--- src/rtl/depq_pkg.sv ---
// ----------------------------------------------------------------------------
// depq_pkg
// Shared types and constants for the double-ended priority queue unit.
// ----------------------------------------------------------------------------
package depq_pkg;

  localparam int unsigned DefaultCapacity = 256;
  localparam int unsigned ValueWidth      = 32;
  localparam int unsigned CountWidth      = 9;

  typedef enum logic [1:0] {
    ACT_INSERT     = 2'd0,
    ACT_REMOVE_MIN = 2'd1,
    ACT_REMOVE_MAX = 2'd2,
    ACT_CLEAR      = 2'd3
  } action_e;

  typedef enum logic [3:0] {
    ST_IDLE,
    ST_SCAN_RD,
    ST_SCAN,
    ST_TAIL_RD,
    ST_TAIL_WAIT,
    ST_MOVE,
    ST_STAT_RD,
    ST_STAT,
    ST_DONE
  } state_e;

  // controller to datapath
  typedef struct packed {
    logic capture;    // clear removed result, latch drop flag and side
    logic ins_write;  // write word value at tail, bump count
    logic clear;      // count to zero
    logic scan_init;  // reset scan indices, address entry zero
    logic rd_scan;    // read at scan index
    logic scan_acc;   // fold read word into extremes, step index
    logic rd_tail;    // read last entry
    logic move;       // write tail word over removed slot, drop count
    logic set_drop;
    logic take;       // record removed word from extreme
    logic emit;
  } ctrl_t;

  // datapath to controller
  typedef struct packed {
    logic empty;
    logic full;
    logic scan_last;  // index at last held entry
  } stat_t;

endpackage

--- src/rtl/depq_ctrl.sv ---
// ----------------------------------------------------------------------------
// depq_ctrl
// Sequencer for insert, remove and clear, followed by a min/max scan.
// ----------------------------------------------------------------------------
module depq_ctrl (
  input  logic             clk_i,
  input  logic             rst_ni,
  input  logic             start_i,
  input  logic [1:0]       action_i,
  input  depq_pkg::stat_t  stat_i,
  output depq_pkg::ctrl_t  ctrl_o,
  output logic             busy_o
);

  depq_pkg::state_e state_q, state_d;

  always_ff @(posedge clk_i or negedge rst_ni) begin
    if (!rst_ni) begin
      state_q <= depq_pkg::ST_IDLE;
    end else begin
      state_q <= state_d;
    end
  end

  always_comb begin
    state_d = state_q;
    ctrl_o  = '0;
    busy_o  = (state_q != depq_pkg::ST_IDLE);
    case (state_q)
      depq_pkg::ST_IDLE: begin
        if (start_i) begin
          ctrl_o.capture = 1'b1;
          case (depq_pkg::action_e'(action_i))
            depq_pkg::ACT_INSERT: begin
              if (stat_i.full) begin
                ctrl_o.set_drop = 1'b1;
              end else begin
                ctrl_o.ins_write = 1'b1;
              end
              state_d = depq_pkg::ST_STAT_RD;
            end
            depq_pkg::ACT_CLEAR: begin
              ctrl_o.clear = 1'b1;
              state_d = depq_pkg::ST_STAT_RD;
            end
            default: begin
              state_d = stat_i.empty ? depq_pkg::ST_STAT_RD : depq_pkg::ST_SCAN_RD;
            end
          endcase
        end
      end
      depq_pkg::ST_SCAN_RD: begin
        ctrl_o.scan_init = 1'b1;
        ctrl_o.rd_scan   = 1'b1;
        state_d = depq_pkg::ST_SCAN;
      end
      depq_pkg::ST_SCAN: begin
        ctrl_o.scan_acc = 1'b1;
        ctrl_o.rd_scan  = 1'b1;
        if (stat_i.scan_last) begin
          state_d = depq_pkg::ST_TAIL_RD;
        end
      end
      depq_pkg::ST_TAIL_RD: begin
        ctrl_o.take    = 1'b1;
        ctrl_o.rd_tail = 1'b1;
        state_d = depq_pkg::ST_TAIL_WAIT;
      end
      depq_pkg::ST_TAIL_WAIT: begin
        // keep the tail address so the word is still there for the move
        ctrl_o.rd_tail = 1'b1;
        state_d = depq_pkg::ST_MOVE;
      end
      depq_pkg::ST_MOVE: begin
        ctrl_o.move = 1'b1;
        state_d = depq_pkg::ST_STAT_RD;
      end
      depq_pkg::ST_STAT_RD: begin
        if (stat_i.empty) begin
          state_d = depq_pkg::ST_DONE;
        end else begin
          ctrl_o.scan_init = 1'b1;
          ctrl_o.rd_scan   = 1'b1;
          state_d = depq_pkg::ST_STAT;
        end
      end
      depq_pkg::ST_STAT: begin
        ctrl_o.scan_acc = 1'b1;
        ctrl_o.rd_scan  = 1'b1;
        if (stat_i.scan_last) begin
          state_d = depq_pkg::ST_DONE;
        end
      end
      depq_pkg::ST_DONE: begin
        ctrl_o.emit = 1'b1;
        state_d = depq_pkg::ST_IDLE;
      end
      default: state_d = depq_pkg::ST_IDLE;
    endcase
  end

`ifndef NO_ASSERTIONS
  a_emit_once: assert property (@(posedge clk_i) disable iff (!rst_ni)
    ctrl_o.emit |=> !ctrl_o.emit) else $error("double emit");
  a_move_after_take: assert property (@(posedge clk_i) disable iff (!rst_ni)
    ctrl_o.move |-> $past(ctrl_o.take, 2)) else $error("move without take");
  a_idle_not_busy: assert property (@(posedge clk_i) disable iff (!rst_ni)
    ctrl_o.emit |=> !busy_o) else $error("busy after emit");
`endif

endmodule

--- config.mk ---
export PLATFORM = sky130hd
export DESIGN_NAME = depq_ctrl
export DESIGN_NICKNAME = d
export VERILOG_FILES = /design/src/rtl/depq_pkg.sv /design/src/rtl/depq_ctrl.sv
export SDC_FILE = /design/constraint.sdc
export NUM_CORES = 1
export LEC_CHECK = 0
export ABC_AREA = 1
export BUFFER_PORTS_ARGS = -buffer_cell sky130_fd_sc_hd__buf_2
export CORE_AREA = 10 10 47 49
export CTS_CLUSTER_SIZE = 10
export DETAILED_ROUTE_END_ITERATION = 12
export DIE_AREA = 0 0 57 59
export GPL_ROUTABILITY_DRIVEN = 0
export RECOVER_POWER = 50
export SLEW_MARGIN = 10
export SYNTH_ARGS = -nofsm -noshare
export SYNTH_HDL_FRONTEND = slang
export SYNTH_SLANG_ARGS = --single-unit
export TNS_END_PERCENT = 1
--- constraint.sdc ---
create_clock -name clk_i -period 2 [get_ports clk_i]
set_input_delay 0.1 -clock clk_i [delete_from_list [all_inputs] [get_ports clk_i]]
set_output_delay 0.1 -clock clk_i [all_outputs]
set_load 0.005 [all_outputs]
==> results of run 1 <==
==> cell families (layout without fill, tap and decap cells) <==
family / count (synthesis) / count (layout) / synth area share
simple gates: 46 / 46 / 0.536
flops: 4 / 4 / 0.231
fa+ha+maj: 2 / 2 / 0.0576
buf+inv: 14 / 37 / 0.121
compound gates: 3 / 3 / 0.0547
==> layer usage <==
metal,track usage,up-vias,part of all wire
met5,0,-,0
met4,0.0503,0,0.023
met3,0.0215,4,0.038
met2,0.122,12,0.54
met1,0.0680,211,0.40
li1,-,256,-
==> area by class of cell <==
class                           count  area, um^2
Clock buffer                        3        22.5
Fill cell                         164         835
Inverter                           14        52.6
Multi-Input combinational cell     51         269
Sequential cell                     4         100
Tap cell                           16        20.0
Timing Repair Buffer               20         103
==> stage by stage <==
| stage | power [mW] | cells | util | instance area (um^2) |
|---|---|---|---|---|
| 3_5_place_dp | 0.736 | 104 | 0.392 | 549 |
| 5_1_grt | 0.893 | 108 | 0.404 | 567 |
| 2_1_floorplan | 0.559 | 69 | - | 434 |
| 4_1_cts | 0.837 | 108 | 0.415 | 582 |
| 3_3_place_gp | 0.736 | 104 | 0.392 | 549 |
| 6_report | 0.798 | 108 | 0.404 | 567 |
==> power groups by stage <==
| stage | logic, mW | registers (mW) | clock network [mW] |
|---|---|---|---|
| detailed placement | 0.564 | 0.172 | 0 |
| floorplan | 0.394 | 0.165 | 0 |
| global placement | 0.565 | 0.171 | 0 |
| CTS | 0.566 | 0.171 | 0.0999 |
| global route | 0.611 | 0.171 | 0.111 |
| finish | 0.537 | 0.166 | 0.0945 |
==> repair_timing <==
action / CTS / global route
hold endpoints to repair: 4 / 0
endpoints found under the setup margin: 0 / 0
hold buffers: 1 / 0
resized for setup: 0 / 0
==> worst min-delay path, cell delays in order <==
cell and delay (ps):
sky130_fd_sc_hd__buf_2 70, sky130_fd_sc_hd__inv_1 60, sky130_fd_sc_hd__nand2_1 80, sky130_fd_sc_hd__nand2_1 60
==> synthesized netlist by cell type (all sizes together) <==
master	count	area, um^2
nor3b	1	12.5
nor2	14	80.1
and2	1	6.26
nand2	24	103
nand4	1	6.26
dfrtp	4	100
ha	2	25.0
inv	14	52.6
nand3	5	25.0
o211ai	2	15.0
a21oi	1	8.76
==> worst paths after layout <==
check                           start         end  slack (ps)  cells past startpoint
hold reg to reg            state_q[1]  state_q[3]         630                      2
max in group asynchronous      rst_ni  state_q[0]        1570                      2
setup reg to reg           state_q[3]  state_q[3]         590                      5
hold / removal              stat_i[0]  state_q[1]         190                      4
setup / recovery           state_q[0]   ctrl_o[9]         420                      6
min in group asynchronous      rst_ni  state_q[3]         260                      2
==> results.md, run 1 <==
Status:
- The flow ran to the end, and the final reports show no timing, DRC or antenna violations.

Placed design:
- The port buffer count is 19.
- The placed wire-length estimate after detailed placement is 937 um.
- Timing analysis after detailed placement gives a worst setup slack of 758 ps.

Clocking:
- The post-CTS setup buffer count is 0.
- The number of levels the H-tree was split into is 1.
- The maximum clock path buffer count is 2.
- Buffers inserted during clock tree synthesis total 3.
- The clock-pin slew of the registers on the worst-case setup and hold paths is 30 ps.
- The root buffer cell is sky130_fd_sc_hd__clkbuf_4.
- For this design, the sink count on the clock tree is 4.
- For the worst-skew pair, the clock arrives at the later sink with an insertion delay of 230 ps.
- The CTS tree is yes.

Route:
- The residual antenna-violating net count after detailed routing is 0.
- The ratio of routed vias to standard cells is 4.47.
- The detailed-routing iteration count for the pre-antenna-repair pass is 4.
- After detailed routing, the average wire length per cell comes to 10.2 um.
- In this run, the number of DRC markers left after iteration 0 of detailed routing was 11.
- Across all layers, the routed design uses 483 vias.
- After detailed routing, the number of remaining DRC violations is 0.
- The routed design has 1.10 mm of wire.

Floorplan:
- The horizontal die dimension is 57 um.
- For this design the top-level I/O count stands at 20.
- The die extent in y is 59 um.
- The die covers 0.00336 mm^2.
- The total number of placement rows is 14.
- For this configuration, the core starts out at a cell density of 0.310.
- After floorplanning, the core was sized to cover 0.00140 mm^2.

Final layout:
- Counting flops per register, the top entry is state_q.
- Of the cells placed in the final design, the portion with a size suffix greater than 1 is 0.326.
- At the end of the flow, the number of nets in the layout was 104.
- In the final layout, the registers with the most flip-flops are state_q x4.
- In the layout the commonest cells are 22 x sky130_fd_sc_hd__nand2_1, 17 x sky130_fd_sc_hd__buf_2, 13 x sky130_fd_sc_hd__inv_1.
- The register with the most flip-flops in the layout has 4 of them.
- The most common cell after layout, fill and taps aside is sky130_fd_sc_hd__nand2_1.
- The layout overhead on the synthesized area is 30.5%.
- 0 antenna diodes ended up in the layout.

Global route:
- The number of antenna violations at the first check in global routing came to 0.
- The via count of the first global-routing pass came to 447.
- The pin count of the biggest net entering global routing is 8.
- The total global routing track utilization is 0.0697.
- For this run the aggregate overflow at the end of global routing stands at 0.
- The first global-routing pass estimated 1.84 mm of wire.

Power:
- The part of the power in the clock network is 0.119.
- The internal portion of the total power is 392 uW.
- The share of total power in combinational logic is 0.674.
- The power density over the cells is 1410 mW/mm^2.
- The switching share of power is 0.508.
- The sequential cell fraction of total power is 0.208.
- The switching component of the power is 405 uW.
- The peak supply drop is 0.692 mV.
- The leakage power is 0.376 nW.

Logic synthesis:
- The cell count after synthesis came out at 69.
- The post-synthesis cell area is 434 um^2.
- Counting every net in the synthesized netlist gives 79.
- The number of library cell types mapped by synthesis is 16.
- The sequential element share of the synthesized area is 0.231.
- The synthesis warning total is 0.
- The number of synthesized register bits is 4.
- Dividing the synthesized area by the synthesized cell count gives 6.29 um^2.

STA:
- The measured slew at the worst slew-check pin is 413 ps.
- The portion of the clock cycle consumed by the worst path in the final layout is 0.792.
- The worst path in the final design needs a cycle of 1580 ps, including I/O delays and setup.
- Setup repair after global routing left no endpoint under its margin.
- The final-report max-slew violation count came to 0.
- The setup skew after layout is 0.525 ps.
- The highest attainable clock frequency is 0.631 GHz.
- Final hold analysis gives a worst-case slack of 189 ps.
- The post-layout worst setup margin is 415 ps.
- The number of failing setup endpoints in the final timing report is 0.
- The setup TNS is 0 ps.
- The relative slew slack is 0.724.
- The number of hold violations in the final report is 0.

Critical path:
- On the critical path, the stage with the largest delay is an instance of sky130_fd_sc_hd__dfrtp_1.
- The signal on the critical path passes through nor2_1 > nand2_4 > nor2_2 > nand2_1 > nor2_1 > buf_2.
- The most frequent cell on the critical path is sky130_fd_sc_hd__nor2_1.
- In this design, the stage delay of the slowest critical-path cell is 440 ps.
- The classification of the worst setup path is flop to output port.
- Counting both buffers and inverters, the worst setup path holds a total of 1.
- The critical path capture point type is an output port.
- The data required time of the critical path is 1900 ps.
- The type of origin of the critical path is a flop.
- The highest fanout seen on the critical path is 7.
- The critical path data arrival time is 1480 ps.
- The category of cells accounting for the largest share of critical-path delay is simple AND/OR/NAND/NOR gates.

Min path:
- The worst hold path belongs to the class input pin to flop.

Run:
- The tool flagged a number of max-cap violations equal to 0.
Note: power is estimated with default switching activity, not from simulation.
==> run 2, diff against run 1 <==
- clock period: 2 -> 1.5 ns (I/O delays scaled with it)
==> run 2 against run 1 <==
  * First-iteration DRC count shrank 9.1%
  * Register-to-register slack lost 330 ps
  * Clock skew grew 2.6 ps
  * Cell count is the same
  * Clock power grew 40%
  * Non-clock buffer count is the same
  * Core utilization grew 1.1 points
  * Highest routed layer unchanged
==> results.md, run 2 (synthesized netlist as in run 1, its figures left out) <==
STA:
- The setup TNS is 0 ps (unchanged).
- The measured slew at the worst slew-check pin is 210 ps (-202 ps).
- The post-layout worst setup margin is 111 ps (-304 ps).
- The number of failing setup endpoints in the final timing report is 0 (unchanged).
- The relative slew slack is 0.859 (+0.135).
- The portion of the clock cycle consumed by the worst path in the final layout is 0.926.
- The number of hold violations in the final report is 0 (unchanged).
- The final-report max-slew violation count is 0 (unchanged).
- The highest attainable clock frequency is 0.720 GHz.
- The setup skew after layout came to 3.12 ps (+2.59 ps).
- The final period demand of the worst path is 1390 ps.
- Setup repair after global routing left no endpoint under its margin.

Power:
- The leakage power is 0.380 nW (+1.1%).
- The power density over the cells came to 1910 mW/mm^2 (+35%).
- The peak supply drop is 0.787 mV (+14%).

Critical path:
- The critical path data arrival time is 1310 ps (-170 ps).
- The cell with the biggest individual delay on the critical path is sky130_fd_sc_hd__dfrtp_2.
- The type of origin of the critical path is a flop.
- STA classifies the critical path endpoint as an output port.
- The highest fanout seen on the critical path is 7 (unchanged).
- The data required time of the critical path is 1420 ps (-480 ps).
- The critical path goes through nor2_4 > nand2_4 > nor2_2 > nand2_1 > nor2_1 > buf_2.
- The stage delay of the slowest cell on the critical path came to 450 ps (about the same).
- The classification of the worst setup path is flop to output port.

Floorplan:
- The die extent in y is 59 um (unchanged).
- The die outline area is 0.00336 mm^2 (unchanged).
- The core region area is 0.00140 mm^2 (unchanged).
- The initial standard-cell utilization of the core is 0.310 (unchanged).
- The number of placed I/O pins is 20 (unchanged).
- The total number of placement rows is 14 (unchanged).
- The horizontal die dimension is 57 um (unchanged).

Final layout:
- Counting flops per register, the top entry is state_q.
- Leaving out fill and tap cells, the most frequent cell in the layout is sky130_fd_sc_hd__nand2_1.
- Compared with the post-synthesis result, the final layout area differs by 34.0%.
- The largest registers in the layout are state_q x4.
- The total inserted antenna cells is 0 (unchanged).
- The proportion of layout cells with a drive suffix above 1 is 0.359 (+0.0326).
- The post-layout net count is 104 (unchanged).
- The number of flip-flops in the largest register is 4 (unchanged).
- In the layout the commonest cells are 22 x sky130_fd_sc_hd__nand2_1, 18 x sky130_fd_sc_hd__buf_2, 13 x sky130_fd_sc_hd__inv_1.

Clocking:
- The maximum clock path buffer count is 2 (unchanged).
- The number of buffers added by the clock tree synthesis step is 3 (unchanged).
- The root buffer cell is sky130_fd_sc_hd__clkbuf_4.
- The clock latency reported for the late side of the worst-skew pair is 230 ps (about the same).
- The clock-pin slew of the registers on the worst-case setup and hold paths was 40 ps (about the same).
- The number of sinks on the clock net is 4 (unchanged).
- The number of levels the H-tree was split into was 1 (unchanged).
- The post-CTS setup buffer count is 0 (unchanged).
- The CTS tree is yes.

Global route:
- The global-route wire length before repair is 1.86 mm (+1.1%).
- The via count of the first global-routing pass is 464 (+3.8%).
- The met3 usage was 0.0150 (-0.00644).
- The remaining global-route overflow was 0 (unchanged).
- The pin count of the biggest net entering global routing is 8 (unchanged).
- The fraction of met1 tracks used by global routing is 0.0762 (+0.00817).
- The layer carrying the most global-route usage is met2.
- The number of antenna violations at the first check in global routing is 0 (unchanged).
- The total global routing track utilization came to 0.0679 (-0.00179).
- The met2 global-route usage is 0.110 (-0.0124).

Placed design:
- The post-placement setup slack is 268 ps (-490 ps).
- The port buffer count was 19 (unchanged).
- The placed wire-length estimate after detailed placement is 930 um (-0.76%).

Min path:
- The class of the tightest hold or removal check is input pin to flop.

Route:
- The DRC violation count after routing is 0 (unchanged).
- The detailed-routing iteration count for the pre-antenna-repair pass was 4 (unchanged).
- The vias after detailed routing is 468 (-3.1%).
- The residual antenna-violating net count after detailed routing was 0 (unchanged).
- The total length of routed wires was 1.09 mm (-1.3%).
- The ratio of routed vias to standard cells is 4.33 (-3.1%).
- The initial DRC count was 10 (-1).
- The average wire per cell in the routed design is 10.0 um (-1.3%).

Status:
- The flow ran to the end, and the final reports show no timing, DRC or antenna violations.

Run:
- The max-capacitance violation count is 0 (unchanged).
-- run 2: cell types whose count changed in the layout (fill, tap and decap cells not counted) --
cell,before,now
sky130_fd_sc_hd__nor2_2,4,3
sky130_fd_sc_hd__dfrtp_1,4,3
sky130_fd_sc_hd__buf_2,17,18
sky130_fd_sc_hd__clkbuf_1,2,1
sky130_fd_sc_hd__nor2_1,9,8
sky130_fd_sc_hd__nor2_4,1,3
sky130_fd_sc_hd__dfrtp_2,0,1
-- run 2: routing by layer --
metal,vias up,part of all wire
met2,8,0.52
met4,0,0.018
met3,2,0.029
met1,202,0.43
li1,256,-
met5,-,0
-- run 2: final timing paths --
path / start / end / slack [ps] / depth (start not counted)
max: state_q[0] / ctrl_o[9] / 110 / 6
min: stat_i[0] / state_q[1] / 130 / 4
max reg2reg: state_q[1] / state_q[3] / 260 / 6
min reg2reg: state_q[1] / state_q[3] / 680 / 2
max in group asynchronous: rst_ni / state_q[0] / 1120 / 2
min in group asynchronous: rst_ni / state_q[1] / 190 / 2
-- run 2: worst max-delay path, delay by kind of cell, from the launching register on --
kind	cells	cell delay [ps]
DFF	1	450
buffers and inverters	1	110
and+or+nand+nor	5	520
-- run 2: area by class of cell --
type / count / area (um^2)
fillers: 164 / 820
multi-input cells: 51 / 282
repair buffers: 20 / 104
flip-flops and latches: 4 / 101
inverters: 14 / 52.6
clock buffers: 3 / 22.5
well taps: 16 / 20.0
-- run 2: through the flow --
step | cell area, um^2 | hold slack [ps] | utilization | std cells | power, mW
floorplan | 434 | -221 | - | 69 | 0.745
global placement | 549 | -119 | 0.392 | 104 | 0.980
detailed placement | 549 | -120 | 0.392 | 104 | 0.979
CTS | 582 | 130 | 0.415 | 108 | 1.12
global route | 582 | 172 | 0.415 | 108 | 1.23
finish | 582 | 135 | 0.415 | 108 | 1.11
-- run 2: power breakdown --
group          switching, mW  leakage (nW)  internal [mW]  total, mW
logic                  0.443         0.317          0.292      0.735
registers             0.0803        0.0496          0.162      0.242
clock network         0.0426        0.0138         0.0894      0.132
-- run 2: repair_timing --
action,CTS,global route
setup endpoints to repair,0,2
gates resized for setup,0,2
hold buffers,1,0
endpoints found under the hold margin,4,0
